<file path="config.mk">
export PLATFORM = sky130hd
export DESIGN_NAME = space_saving_top_k
export DESIGN_NICKNAME = d
export VERILOG_FILES = /design/src/rtl/core/ssk_pkg.sv /design/src/rtl/core/ssk_ctrl.sv /design/src/rtl/core/ssk_dpath.sv /design/src/rtl/core/space_saving_top_k.sv
export SDC_FILE = /design/constraint.sdc
export NUM_CORES = 2
export LEC_CHECK = 0
export BUFFER_PORTS_ARGS = -buffer_cell sky130_fd_sc_hd__clkbuf_2
export CAP_MARGIN = 20
export CORE_ASPECT_RATIO = 1.75
export CORE_MARGIN = 2
export CORE_UTILIZATION = 60
export CTS_BUF_LIST = sky130_fd_sc_hd__clkbuf_4
export DETAILED_ROUTE_END_ITERATION = 10
export PLACE_DENSITY = 0.79
export SYNTH_ARGS = -nofsm -noshare
export SYNTH_HDL_FRONTEND = slang
export SYNTH_SLANG_ARGS = --single-unit
export TNS_END_PERCENT = 50
</file>
<file path="constraint.sdc">
create_clock -name clk_i -period 6.2 [get_ports clk_i]
set_clock_uncertainty 0.05 [all_clocks]
set_input_delay 0.93 -clock clk_i [delete_from_list [all_inputs] [get_ports clk_i]]
set_output_delay 0.93 -clock clk_i [all_outputs]
set_load 0.01 [all_outputs]
</file>
<file path="src/rtl/core/ssk_pkg.sv">
// Package for the space-saving top-k counter.
// Shared widths, status codes, controller/datapath command and status structs.
// No dependencies.
package ssk_pkg;

  localparam int COUNTERS_DEF = 16;
  localparam int KEY_BITS_DEF = 32;
  localparam int MAX_RESULTS  = 16;
  localparam int KEY_W        = 32;
  localparam int CNT_W        = 32;

  localparam logic [1:0] ST_HIT  = 2'd0;
  localparam logic [1:0] ST_FREE = 2'd1;
  localparam logic [1:0] ST_REPL = 2'd2;
  localparam logic [1:0] ST_DUMP = 2'd3;

  typedef struct packed {
    logic load;
    logic scan_start;
    logic scan_dump;
    logic wr_hit;
    logic wr_free;
    logic wr_repl;
    logic dump_emit;
    logic dump_last;
  } ssk_cmd_t;

  typedef struct packed {
    logic mode;
    logic hit;
    logic free;
    logic scan_done;
    logic out_free;
  } ssk_stat_t;

  function automatic logic [CNT_W-1:0] sat_inc(input logic [CNT_W-1:0] c);
    return (c == '1) ? c : c + 1'b1;
  endfunction

endpackage

</file>
<file path="src/rtl/core/ssk_ctrl.sv">
// Controller for the space-saving top-k counter.
// Sequences match, minimum scan, replace and ranked dump; depends on ssk_pkg.
module ssk_ctrl #(
  parameter int COUNTERS = ssk_pkg::COUNTERS_DEF
) (
  input  logic             clk_i,
  input  logic             rst_ni,
  input  logic             in_valid_i,
  output logic             in_ready_o,
  input  ssk_pkg::ssk_stat_t stat_i,
  output ssk_pkg::ssk_cmd_t  cmd_o
);
  import ssk_pkg::*;

  localparam int NRES = (COUNTERS < MAX_RESULTS) ? COUNTERS : MAX_RESULTS;
  localparam int RW   = (NRES > 1) ? $clog2(NRES) : 1;

  localparam logic [2:0] S_IDLE  = 3'd0;
  localparam logic [2:0] S_MATCH = 3'd1;
  localparam logic [2:0] S_MSCAN = 3'd2;
  localparam logic [2:0] S_REPL  = 3'd3;
  localparam logic [2:0] S_DSCAN = 3'd4;
  localparam logic [2:0] S_DEMIT = 3'd5;

  logic [2:0]    state_q, state_d;
  logic [RW-1:0] rank_q, rank_d;
  logic          rank_last;

  assign rank_last  = (rank_q == RW'(NRES - 1));
  assign in_ready_o = (state_q == S_IDLE);

  always_comb begin
    state_d = state_q;
    rank_d  = rank_q;
    cmd_o   = '0;
    case (state_q)
      S_IDLE: begin
        if (in_valid_i) begin
          cmd_o.load = 1'b1;
          state_d    = S_MATCH;
        end
      end
      S_MATCH: begin
        if (stat_i.mode) begin
          cmd_o.scan_start = 1'b1;
          cmd_o.scan_dump  = 1'b1;
          rank_d           = '0;
          state_d          = S_DSCAN;
        end else if (stat_i.hit) begin
          if (stat_i.out_free) begin
            cmd_o.wr_hit = 1'b1;
            state_d      = S_IDLE;
          end
        end else if (stat_i.free) begin
          if (stat_i.out_free) begin
            cmd_o.wr_free = 1'b1;
            state_d       = S_IDLE;
          end
        end else begin
          cmd_o.scan_start = 1'b1;
          state_d          = S_MSCAN;
        end
      end
      S_MSCAN: begin
        if (stat_i.scan_done) state_d = S_REPL;
      end
      S_REPL: begin
        if (stat_i.out_free) begin
          cmd_o.wr_repl = 1'b1;
          state_d       = S_IDLE;
        end
      end
      S_DSCAN: begin
        if (stat_i.scan_done) state_d = S_DEMIT;
      end
      S_DEMIT: begin
        if (stat_i.out_free) begin
          cmd_o.dump_emit = 1'b1;
          cmd_o.dump_last = rank_last;
          if (rank_last) begin
            state_d = S_IDLE;
          end else begin
            rank_d           = rank_q + 1'b1;
            cmd_o.scan_start = 1'b1;
            cmd_o.scan_dump  = 1'b1;
            state_d          = S_DSCAN;
          end
        end
      end
      default: state_d = S_IDLE;
    endcase
  end

  always_ff @(posedge clk_i or negedge rst_ni) begin
    if (!rst_ni) begin
      state_q <= S_IDLE;
      rank_q  <= '0;
    end else begin
      state_q <= state_d;
      rank_q  <= rank_d;
    end
  end

endmodule

</file>
<file path="src/rtl/core/ssk_dpath.sv">
// Datapath for the space-saving top-k counter: entry table, parallel key match,
// one-entry-per-cycle count scan, output register. Depends on ssk_pkg.
module ssk_dpath #(
  parameter int COUNTERS = ssk_pkg::COUNTERS_DEF,
  parameter int KEY_BITS = ssk_pkg::KEY_BITS_DEF
) (
  input  logic                    clk_i,
  input  logic                    rst_ni,
  input  logic                    mode_i,
  input  logic [ssk_pkg::KEY_W-1:0] key_i,
  input  ssk_pkg::ssk_cmd_t       cmd_i,
  output ssk_pkg::ssk_stat_t      stat_o,
  output logic                    out_valid_o,
  input  logic                    out_ready_i,
  output logic [1:0]              status_o,
  output logic [ssk_pkg::KEY_W-1:0] entry_key_o,
  output logic [ssk_pkg::CNT_W-1:0] entry_count_o,
  output logic [ssk_pkg::CNT_W-1:0] entry_error_o,
  output logic                    occupied_o,
  output logic                    last_o
);
  import ssk_pkg::*;

  localparam int KW = (KEY_BITS < KEY_W) ? KEY_BITS : KEY_W;
  localparam int IW = $clog2(COUNTERS);

  logic [KW-1:0]    keys_q   [COUNTERS];
  logic [CNT_W-1:0] counts_q [COUNTERS];
  logic [CNT_W-1:0] errors_q [COUNTERS];
  logic [COUNTERS-1:0] used_q;

  logic          mode_q;
  logic [KW-1:0] key_q;

  logic          hit, free;
  logic [IW-1:0] hit_idx, free_idx;

  // scan sequencer and compare stage
  logic          run_q, kind_q, first_q, done_q;
  logic [IW-1:0] idx_q;
  logic          p_vld_q;
  logic [IW-1:0] p_idx_q;
  logic [CNT_W-1:0] p_cnt_q;
  logic          best_vld_q;
  logic [IW-1:0] best_idx_q, prev_idx_q;
  logic [CNT_W-1:0] best_cnt_q, prev_cnt_q;
  logic          elig, take;

  logic          out_vld_q, out_free, out_ld;
  logic [IW-1:0] wr_idx;
  logic [CNT_W-1:0] inc_cnt;

  always_comb begin
    hit      = 1'b0;
    hit_idx  = '0;
    free     = 1'b0;
    free_idx = '0;
    for (int i = COUNTERS - 1; i >= 0; i--) begin
      if (used_q[i] && keys_q[i] == key_q) begin
        hit     = 1'b1;
        hit_idx = IW'(i);
      end
      if (!used_q[i]) begin
        free     = 1'b1;
        free_idx = IW'(i);
      end
    end
  end

  assign elig = first_q || (p_cnt_q < prev_cnt_q) ||
                (p_cnt_q == prev_cnt_q && p_idx_q > prev_idx_q);
  assign take = kind_q ? (elig && (!best_vld_q || p_cnt_q > best_cnt_q))
                       : (!best_vld_q || p_cnt_q <= best_cnt_q);

  assign out_free = !out_vld_q || out_ready_i;
  assign out_ld   = cmd_i.wr_hit || cmd_i.wr_free || cmd_i.wr_repl || cmd_i.dump_emit;
  assign wr_idx   = cmd_i.wr_hit ? hit_idx : (cmd_i.wr_free ? free_idx : best_idx_q);
  assign inc_cnt  = sat_inc(cmd_i.wr_hit ? counts_q[hit_idx] : best_cnt_q);

  assign stat_o.mode      = mode_q;
  assign stat_o.hit       = hit;
  assign stat_o.free      = free;
  assign stat_o.scan_done = done_q;
  assign stat_o.out_free  = out_free;

  always_ff @(posedge clk_i) begin
    if (cmd_i.load) begin
      mode_q <= mode_i;
      key_q  <= key_i[KW-1:0];
    end
    if (cmd_i.wr_free || cmd_i.wr_repl) keys_q[wr_idx] <= key_q;
    p_idx_q <= idx_q;
    p_cnt_q <= counts_q[idx_q];
    if (p_vld_q && take) begin
      best_idx_q <= p_idx_q;
      best_cnt_q <= p_cnt_q;
    end
    if (cmd_i.dump_emit) begin
      prev_idx_q <= best_idx_q;
      prev_cnt_q <= best_cnt_q;
    end
  end

  always_ff @(posedge clk_i or negedge rst_ni) begin
    if (!rst_ni) begin
      used_q <= '0;
      for (int i = 0; i < COUNTERS; i++) begin
        counts_q[i] <= '0;
        errors_q[i] <= '0;
      end
    end else if (cmd_i.wr_hit) begin
      counts_q[wr_idx] <= inc_cnt;
    end else if (cmd_i.wr_free) begin
      used_q[wr_idx]   <= 1'b1;
      counts_q[wr_idx] <= CNT_W'(1);
      errors_q[wr_idx] <= '0;
    end else if (cmd_i.wr_repl) begin
      counts_q[wr_idx] <= inc_cnt;
      errors_q[wr_idx] <= best_cnt_q;
    end
  end

  always_ff @(posedge clk_i or negedge rst_ni) begin
    if (!rst_ni) begin
      run_q      <= 1'b0;
      kind_q     <= 1'b0;
      first_q    <= 1'b0;
      done_q     <= 1'b0;
      idx_q      <= '0;
      p_vld_q    <= 1'b0;
      best_vld_q <= 1'b0;
    end else begin
      done_q  <= p_vld_q && (p_idx_q == IW'(COUNTERS - 1));
      p_vld_q <= run_q;
      if (p_vld_q && take) best_vld_q <= 1'b1;
      if (run_q) begin
        if (idx_q == IW'(COUNTERS - 1)) run_q <= 1'b0;
        else idx_q <= idx_q + 1'b1;
      end
      if (cmd_i.load) first_q <= 1'b1;
      else if (cmd_i.dump_emit) first_q <= 1'b0;
      if (cmd_i.scan_start) begin
        run_q      <= 1'b1;
        kind_q     <= cmd_i.scan_dump;
        idx_q      <= '0;
        best_vld_q <= 1'b0;
      end
    end
  end

  always_ff @(posedge clk_i or negedge rst_ni) begin
    if (!rst_ni) begin
      out_vld_q <= 1'b0;
    end else if (out_ld) begin
      out_vld_q <= 1'b1;
    end else if (out_ready_i) begin
      out_vld_q <= 1'b0;
    end
  end

  always_ff @(posedge clk_i) begin
    if (cmd_i.wr_hit) begin
      status_o      <= ST_HIT;
      entry_key_o   <= KEY_W'(keys_q[wr_idx]);
      entry_count_o <= inc_cnt;
      entry_error_o <= errors_q[wr_idx];
      occupied_o    <= 1'b1;
      last_o        <= 1'b1;
    end else if (cmd_i.wr_free) begin
      status_o      <= ST_FREE;
      entry_key_o   <= KEY_W'(key_q);
      entry_count_o <= CNT_W'(1);
      entry_error_o <= '0;
      occupied_o    <= 1'b1;
      last_o        <= 1'b1;
    end else if (cmd_i.wr_repl) begin
      status_o      <= ST_REPL;
      entry_key_o   <= KEY_W'(key_q);
      entry_count_o <= inc_cnt;
      entry_error_o <= best_cnt_q;
      occupied_o    <= 1'b1;
      last_o        <= 1'b1;
    end else if (cmd_i.dump_emit) begin
      status_o <= ST_DUMP;
      last_o   <= cmd_i.dump_last;
      if (used_q[best_idx_q]) begin
        entry_key_o   <= KEY_W'(keys_q[best_idx_q]);
        entry_count_o <= best_cnt_q;
        entry_error_o <= errors_q[best_idx_q];
        occupied_o    <= 1'b1;
      end else begin
        entry_key_o   <= '0;
        entry_count_o <= '0;
        entry_error_o <= '0;
        occupied_o    <= 1'b0;
      end
    end
  end

  assign out_valid_o = out_vld_q;

endmodule

</file>
<file path="src/rtl/core/space_saving_top_k.sv">
// Space-saving top-k frequent-item counter, top level.
// Joins ssk_ctrl and ssk_dpath; depends on ssk_pkg.
//
// Usage: input channel (in_valid_i/in_ready_o) carries mode_i and key_i. Mode 0
// counts one key and yields one result; mode 1 dumps the table, yielding
// min(COUNTERS,16) results in descending count order, the final one with last_o.
// Output channel (out_valid_o/out_ready_i) carries one result per transfer from
// an output register, so a new item is taken while a result waits.
// Flow: a hit or a free-entry placement is loaded in the idle state and written
// with its result from the match state. A replacement of the minimum adds a
// scan of the table at one entry per cycle through the count read port. In a
// dump each rank is found by a full count scan before it is emitted.
// Reset: all entries empty, counts and errors zero; no clearing pass is needed.
// Stall: while out_ready_i is low the held result stays; the block finishes at
// most up to the next result and then waits, accepting no further item until
// that result can be loaded.
module space_saving_top_k #(
  parameter int COUNTERS = ssk_pkg::COUNTERS_DEF,
  parameter int KEY_BITS = ssk_pkg::KEY_BITS_DEF
) (
  input  logic                      clk_i,
  input  logic                      rst_ni,
  input  logic                      in_valid_i,
  output logic                      in_ready_o,
  input  logic                      mode_i,
  input  logic [ssk_pkg::KEY_W-1:0] key_i,
  output logic                      out_valid_o,
  input  logic                      out_ready_i,
  output logic [1:0]                status_o,
  output logic [ssk_pkg::KEY_W-1:0] entry_key_o,
  output logic [ssk_pkg::CNT_W-1:0] entry_count_o,
  output logic [ssk_pkg::CNT_W-1:0] entry_error_o,
  output logic                      occupied_o,
  output logic                      last_o
);
  import ssk_pkg::*;

  ssk_cmd_t  cmd;
  ssk_stat_t stat;

  ssk_ctrl #(
    .COUNTERS(COUNTERS)
  ) u_ctrl (
    .clk_i     (clk_i),
    .rst_ni    (rst_ni),
    .in_valid_i(in_valid_i),
    .in_ready_o(in_ready_o),
    .stat_i    (stat),
    .cmd_o     (cmd)
  );

  ssk_dpath #(
    .COUNTERS(COUNTERS),
    .KEY_BITS(KEY_BITS)
  ) u_dpath (
    .clk_i        (clk_i),
    .rst_ni       (rst_ni),
    .mode_i       (mode_i),
    .key_i        (key_i),
    .cmd_i        (cmd),
    .stat_o       (stat),
    .out_valid_o  (out_valid_o),
    .out_ready_i  (out_ready_i),
    .status_o     (status_o),
    .entry_key_o  (entry_key_o),
    .entry_count_o(entry_count_o),
    .entry_error_o(entry_error_o),
    .occupied_o   (occupied_o),
    .last_o       (last_o)
  );

endmodule
</file>
==> results of run 1 <==
-- metal layers --
metal / global-route usage / GRT overflow
met5: 0.144 / 2
met3: 0.483 / 8
met4: 0.735 / 270
met2: 0.922 / 378
met1: 0.713 / 3
-- metrics by stage --
step | TNS [ps] | util
2_1_floorplan | -1690 | -
3_3_place_gp | -366130 | 0.694
3_5_place_dp | -386550 | 0.694
4_1_cts | -13860 | 0.748
-- timing repair --
item / 4_1_cts
setup endpoints to repair: 847
buffers inserted: 79
pin swaps: 105
cloned: 14
endpoints found under the hold margin: 89
resized for setup: 428
hold buffers: 34
-- logic make-up after synthesis --
family	synth area share
compound gates	0.142
flops	0.491
buf+inv	0.0384
fa+ha+maj	0.00895
xor+xnor	0.0477
mux	0.124
simple gates	0.147
-- cell usage after synthesis (33+ instances only) --
| cell type | instances | area [sq um] |
|---|---|---|
| a22o_1 | 211 | 1850 |
| buf_6 | 41 | 462 |
| ha_1 | 71 | 888 |
| a32oi_1 | 33 | 289 |
| o21ai_0 | 974 | 4870 |
| clkbuf_1 | 566 | 2120 |
| buf_1 | 69 | 259 |
| inv_1 | 116 | 435 |
| a211oi_1 | 202 | 1520 |
| a311oi_1 | 72 | 631 |
| dfrtp_1 | 1058 | 26500 |
| o211ai_1 | 96 | 721 |
| nor4_1 | 225 | 1410 |
| a21oi_1 | 227 | 1140 |
| mux4_2 | 488 | 11000 |
| dfxtp_1 | 44 | 881 |
| mux2i_1 | 99 | 991 |
| nor3_1 | 63 | 315 |
| edfxtp_1 | 713 | 21400 |
| o21ai_1 | 60 | 300 |
| nand2_1 | 2044 | 7670 |
| nand4_1 | 89 | 557 |
| a21o_1 | 34 | 255 |
| buf_2 | 50 | 250 |
| xor2_1 | 435 | 3810 |
| xnor2_1 | 96 | 841 |
| nand3_1 | 272 | 1360 |
| nor2_1 | 181 | 679 |
| and2_1 | 140 | 876 |
| a31oi_1 | 95 | 594 |
==> summary.txt, run 1 <==
Synthesis
  • Syn Inst Count: 9,376
  • Syn_nets: 9,484
  • Post-synthesis sequential area ratio: 0.491
  • Post-Syn Area: 0.0993 sq mm
  • Synthesis Warnings: 0
  • Cell variety after synth: 108
  • EDFF count, synth: 713
  • Mapped Avg Cell Area: 10.6 sq um
  • Seq cells post-synth: 1,815
  • Async set or reset register ratio after synthesis: 0.583
  • Top FF cell, synth: dfrtp_1

Die
  • I/O pin cnt: 139
  • Die H: 542 microns
  • Horiz. Die Dim: 312 microns
  • Row count: 197
  • Starting Density: 0.604

Placement
  • Placed cell count: 12,456
  • Dpl hpwl: 360,000 microns
  • DP Worst Slack: -884 ps
  • Input/output buffers: 138
  • Post-Place Cell Area: 0.114 sq mm
  • Final GP Congestion: 1.26

Run status
  • Stop stage: 5_1_grt
  • Status: stopped before the end
  • Stop Error: [ERROR GRT-0116] Global routing finished with congestion. Check the congestion regions in the DRC Viewer.

Global route
  • Vias in the first global route: 108,581
  • First-pass GRT wire length: 861,000 microns
  • Tot GR Track Use: 0.709
  • Gr ovfl total: 661
  • Largest net degree at the start of global routing: 189

Clocking
  • TritonCTS Sinks: 1,815
  • H-tree levels: 5
  • Clock root cell: clkbuf_4
  • Number of buffers created by CTS: 423
  • Clock Tree Buf Depth: 4
==> inputs of run 2 (changes only) <==
--- a/config.mk
+++ b/config.mk
@@ -7,12 +7,10 @@
 export LEC_CHECK = 0
 export BUFFER_PORTS_ARGS = -buffer_cell sky130_fd_sc_hd__clkbuf_2
 export CAP_MARGIN = 20
-export CORE_ASPECT_RATIO = 1.75
 export CORE_MARGIN = 2
-export CORE_UTILIZATION = 60
-export CTS_BUF_LIST = sky130_fd_sc_hd__clkbuf_4
+export CORE_UTILIZATION = 40
 export DETAILED_ROUTE_END_ITERATION = 10
-export PLACE_DENSITY = 0.79
+export PLACE_DENSITY_LB_ADDON = 0.15
 export SYNTH_ARGS = -nofsm -noshare
 export SYNTH_HDL_FRONTEND = slang
 export SYNTH_SLANG_ARGS = --single-unit
==> constraint.sdc (replaced) <==
create_clock -name clk_i -period 8.05 [get_ports clk_i]
set_clock_uncertainty 0.05 [all_clocks]
set_input_delay 1.2075 -clock clk_i [delete_from_list [all_inputs] [get_ports clk_i]]
set_output_delay 1.2075 -clock clk_i [all_outputs]
set_load 0.01 [all_outputs]
==> run 2 against run 1 <==
The flow now finishes, with violations (setup timing). Synthesized cell count stayed put. Area after synthesis stayed put.
==> summary.txt, run 2 <==
Run status
  • Status: finished, violations left
  • Failing checks: setup timing

Critical path
  • Critical-path top delay cell: edfxtp_1
  • CP cell instances: xor2_1 -> nor4_1 -> nand4_1 -> or4_1 -> nand4_1 -> buf_4 -> nor2_1 -> buf_4 -> nand2_1 -> nand2_1 -> a221o_1 -> a221o_1 -> o31ai_2 -> nand3_1 -> nand3b_1 -> or4_4 -> nand4_1 -> xnor2_1 -> o21ai_1
  • Critical path's most frequent cell: nand4_1
  • Arr. time, crit path: 8580 ps
  • Reg2Reg Launch Point: u_dpath.key_q[25]
  • Worst Path Required: 8570 ps
  • Worst setup path start: u_dpath.key_q[25]
  • Worst-path maximum fanout: 17
  • Critical Path Start Type: register
  • Worst Setup Path Type: reg -> reg
  • Crit path capture type: register
  • Worst stage delay on the critical path: 930 ps

Clocking
  • CTS tree: built
  • Clk slew on worst S/H paths: 60 ps
  • Number of buffers created by CTS: 210 (-50%)
  • Clock root cell: clkbuf_16
  • Clk_lat worst skew: 910 ps
  • Clock Tree Buf Depth: 3 (-1)
  • Hold Buf Count CTS: 0 (-100%)
  • TritonCTS Sinks: 1,815 (unchanged)
  • H-tree levels: 4 (-1)

Timing
  • RSZ-0062 raised after global routing: false
  • Min Tclk post-route: 8050 ps
  • Setup ws final: -3.13 ps
  • Fmax: 124 MHz
  • Slew Limit Fails: 0
  • Final setup vio count: 1
  • Worst-margin pin slew: 1290 ps
  • Slew HR: 0.134
  • Tcrit/Tclk final: 1.00
  • Final hold vios: 0

Flow run
  • Max Cap Violations: 0

Synthesis
  • Post-Syn Area: 0.0993 sq mm (unchanged)
  • Mapped Avg Cell Area: 10.6 sq um (unchanged)
  • Syn_nets: 9,484 (unchanged)
  • Ranking of synthesized cells by area: dfrtp_1, edfxtp_1, mux4_2
  • Cell with the most instances after synthesis: nand2_1
  • Post-synthesis mux area share: 0.124 (unchanged)
  • Syn Inst Count: 9,376 (unchanged)
  • Async set or reset register ratio after synthesis: 0.583 (unchanged)
  • Post-synth top area cell: dfrtp_1
  • Synth Area in Simple Gates: 0.147 (unchanged)
  • Adder-Cell Fraction of Synth Area: 0.00895 (unchanged)
  • Cell variety after synth: 108 (unchanged)
  • Synth top area share: 0.267 (unchanged)
  • Synthesis Warnings: 0 (unchanged)
  • Synth cell count leaders: nand2_1, dfrtp_1, o21ai_0, edfxtp_1, clkbuf_1
  • Largest family of logic cells by synthesized area: simple AND/OR/NAND/NOR gates
  • Seq cells post-synth: 1,815 (unchanged)
  • EDFF count, synth: 713 (unchanged)
  • Top FF cell, synth: dfrtp_1
  • Post-synthesis sequential area ratio: 0.491 (unchanged)
  • Synth Area in Compound Gates: 0.142 (unchanged)
  • Synth Area in XOR/XNOR: 0.0477 (unchanged)

Drt
  • Via count: 84,797
  • Wire length per cell: 37.9 microns
  • Post-route antenna net violation count: 0
  • Drt pass-1 iters: 6
  • Vias per cell: 6.49
  • Routed Wire Length: 495,000 microns
  • Post-route DRC: 0
  • 1st-iter DRT viols: 11,900

Cells and area
  • Layout Nets: 9,676
  • Fin area: 0.114 sq mm
  • Most frequent cells in the layout: nand2_1, dfrtp_1, o21ai_0
  • Area growth from synthesis to layout: 14.9%
  • Fill cell count: 22,916
  • Commonest non-fill, non-tap cell in the layout: nand2_1
  • Biggest regs: u_dpath.counts_q (512), u_dpath.errors_q (512), u_dpath.keys_q (512)
  • Layout cell share with drive strength beyond 1: 0.180

Die
  • Starting Density: 0.403 (-0.201)
  • Core region area: 0.246 sq mm
  • Row count: 182 (-7.6%)
  • Die H: 502 microns (-7.4%)
  • Die area: 0.252 sq mm
  • I/O pin cnt: 139 (unchanged)
  • Horiz. Die Dim: 502 microns (+61%)

Placement
  • Final GP Congestion: 1.10 (-13%)
  • Dpl hpwl: 342,000 microns (-5.0%)
  • Post-Place Cell Area: 0.107 sq mm (-6.5%)
  • Input/output buffers: 138 (unchanged)

Global route
  • First-pass GRT wire length: 676,000 microns
  • Tot GR Track Use: 0.387
  • Gr ovfl total: 0
  • Largest net degree at the start of global routing: 173
  • Met1 Track Usage GR: 0.495
  • Vias in the first global route: 80,763
  • Antenna violations before repair: 22
  • Global route hottest layer: met2
  • Met3 Resource Use GR: 0.0751
  • Grt met2 use: 0.574

Power
  • Sw power: 4.46 mW
  • Internal power: 15.3 mW
  • Power per cell area: 173 mW/mm^2
  • Peak VDD IR: 251 uV
  • Leak: 44.7 nW
  • Switching portion of total power: 0.226
  • Reg power frac: 0.485
  • Clock Power Share: 0.507
  • Combinational power share: 0.009
  • Overall power: 19.7 mW

Hold path
  • Hold WC Path Type: in -> async
-- run 2: power groups by stage --
stage | logic, mW | registers, mW | clock network (mW)
finish | 0.168 | 9.57 | 9.99
global route | 0.190 | 9.56 | 10.5
CTS | 0.175 | 9.57 | 10.1
detailed placement | 0.174 | 9.75 | 0
global placement | 0.171 | 9.75 | 0
floorplan | 0.0238 | 9.75 | 0
-- run 2: stage by stage --
| stage | TNS [ps] | hold slack (ps) | utilization | setup WS [ps] | cells |
|---|---|---|---|---|---|
| finish | -3.13 | 220 | 0.463 | -3.13 | 13075 |
| detailed placement | 0 | 322 | 0.433 | 100 | 12642 |
| floorplan | 0 | 295 | - | 1380 | 9376 |
| global route | 0 | 255 | 0.463 | 34.6 | 13069 |
| CTS | 0 | 247 | 0.462 | 58.1 | 13037 |
| global placement | 0 | 338 | 0.433 | 40.6 | 12641 |
-- run 2: worst max-delay path, delay by kind of cell (launching register included) --
family / cells / cell delay [ps]
flip-flops: 1 / 930
AND/OR/NAND/NOR: 11 / 3920
buffers and inverters: 2 / 440
XOR/XNOR: 2 / 630
AO/OA/AOI/OAI: 4 / 1760
-- run 2: kinds of logic after synthesis --
family                   Yosys count
AO/OA/AOI/OAI                   2222
buffers and inverters            875
multiplexers                     618
XOR/XNOR                         536
adder cells (fa/ha/maj)           71
AND/OR/NAND/NOR                 3239
flip-flops                      1815
-- run 2: final timing paths --
check	end	slack, ps	depth (start not counted)
worst max-delay path	u_dpath.entry_count_o[8]	-3	19
worst min-delay path	u_dpath.errors_q[504]	220	1
worst max register to register	u_dpath.entry_count_o[8]	-3	19
worst min register to register	u_dpath.p_vld_q	350	0
max in group asynchronous	u_dpath.errors_q[15]	5920	3
min in group clk_i	u_dpath.p_vld_q	350	0
-- run 2: per-layer routing --
metal,part of all wire,vias up
met4,0.099,6
li1,-,35035
met1,0.38,43036
met5,0.000077,-
met2,0.43,5451
met3,0.090,1269
-- run 2: timing repair --
action                                  CTS  global route
buffers inserted                          0            22
endpoints found under the setup margin    0           153
gates resized for setup                   0             3
-- run 2: final cells by class --
| type | instances | area, sq um | share of cell area |
|---|---|---|---|
| multi-input combinational | 6686 | 47100 | 0.413 |
| clock buffer | 296 | 6160 | 0.0540 |
| antenna | 12 | 30.0 | 0.000263 |
| sequential | 1815 | 48800 | 0.428 |
| timing repair buffer | 739 | 6400 | 0.0561 |
| clock inverter | 99 | 998 | 0.00875 |
| tap | 3312 | 4140 | 0.0363 |
| inverter | 116 | 435 | 0.00382 |
(Power assumes the default switching activity.)
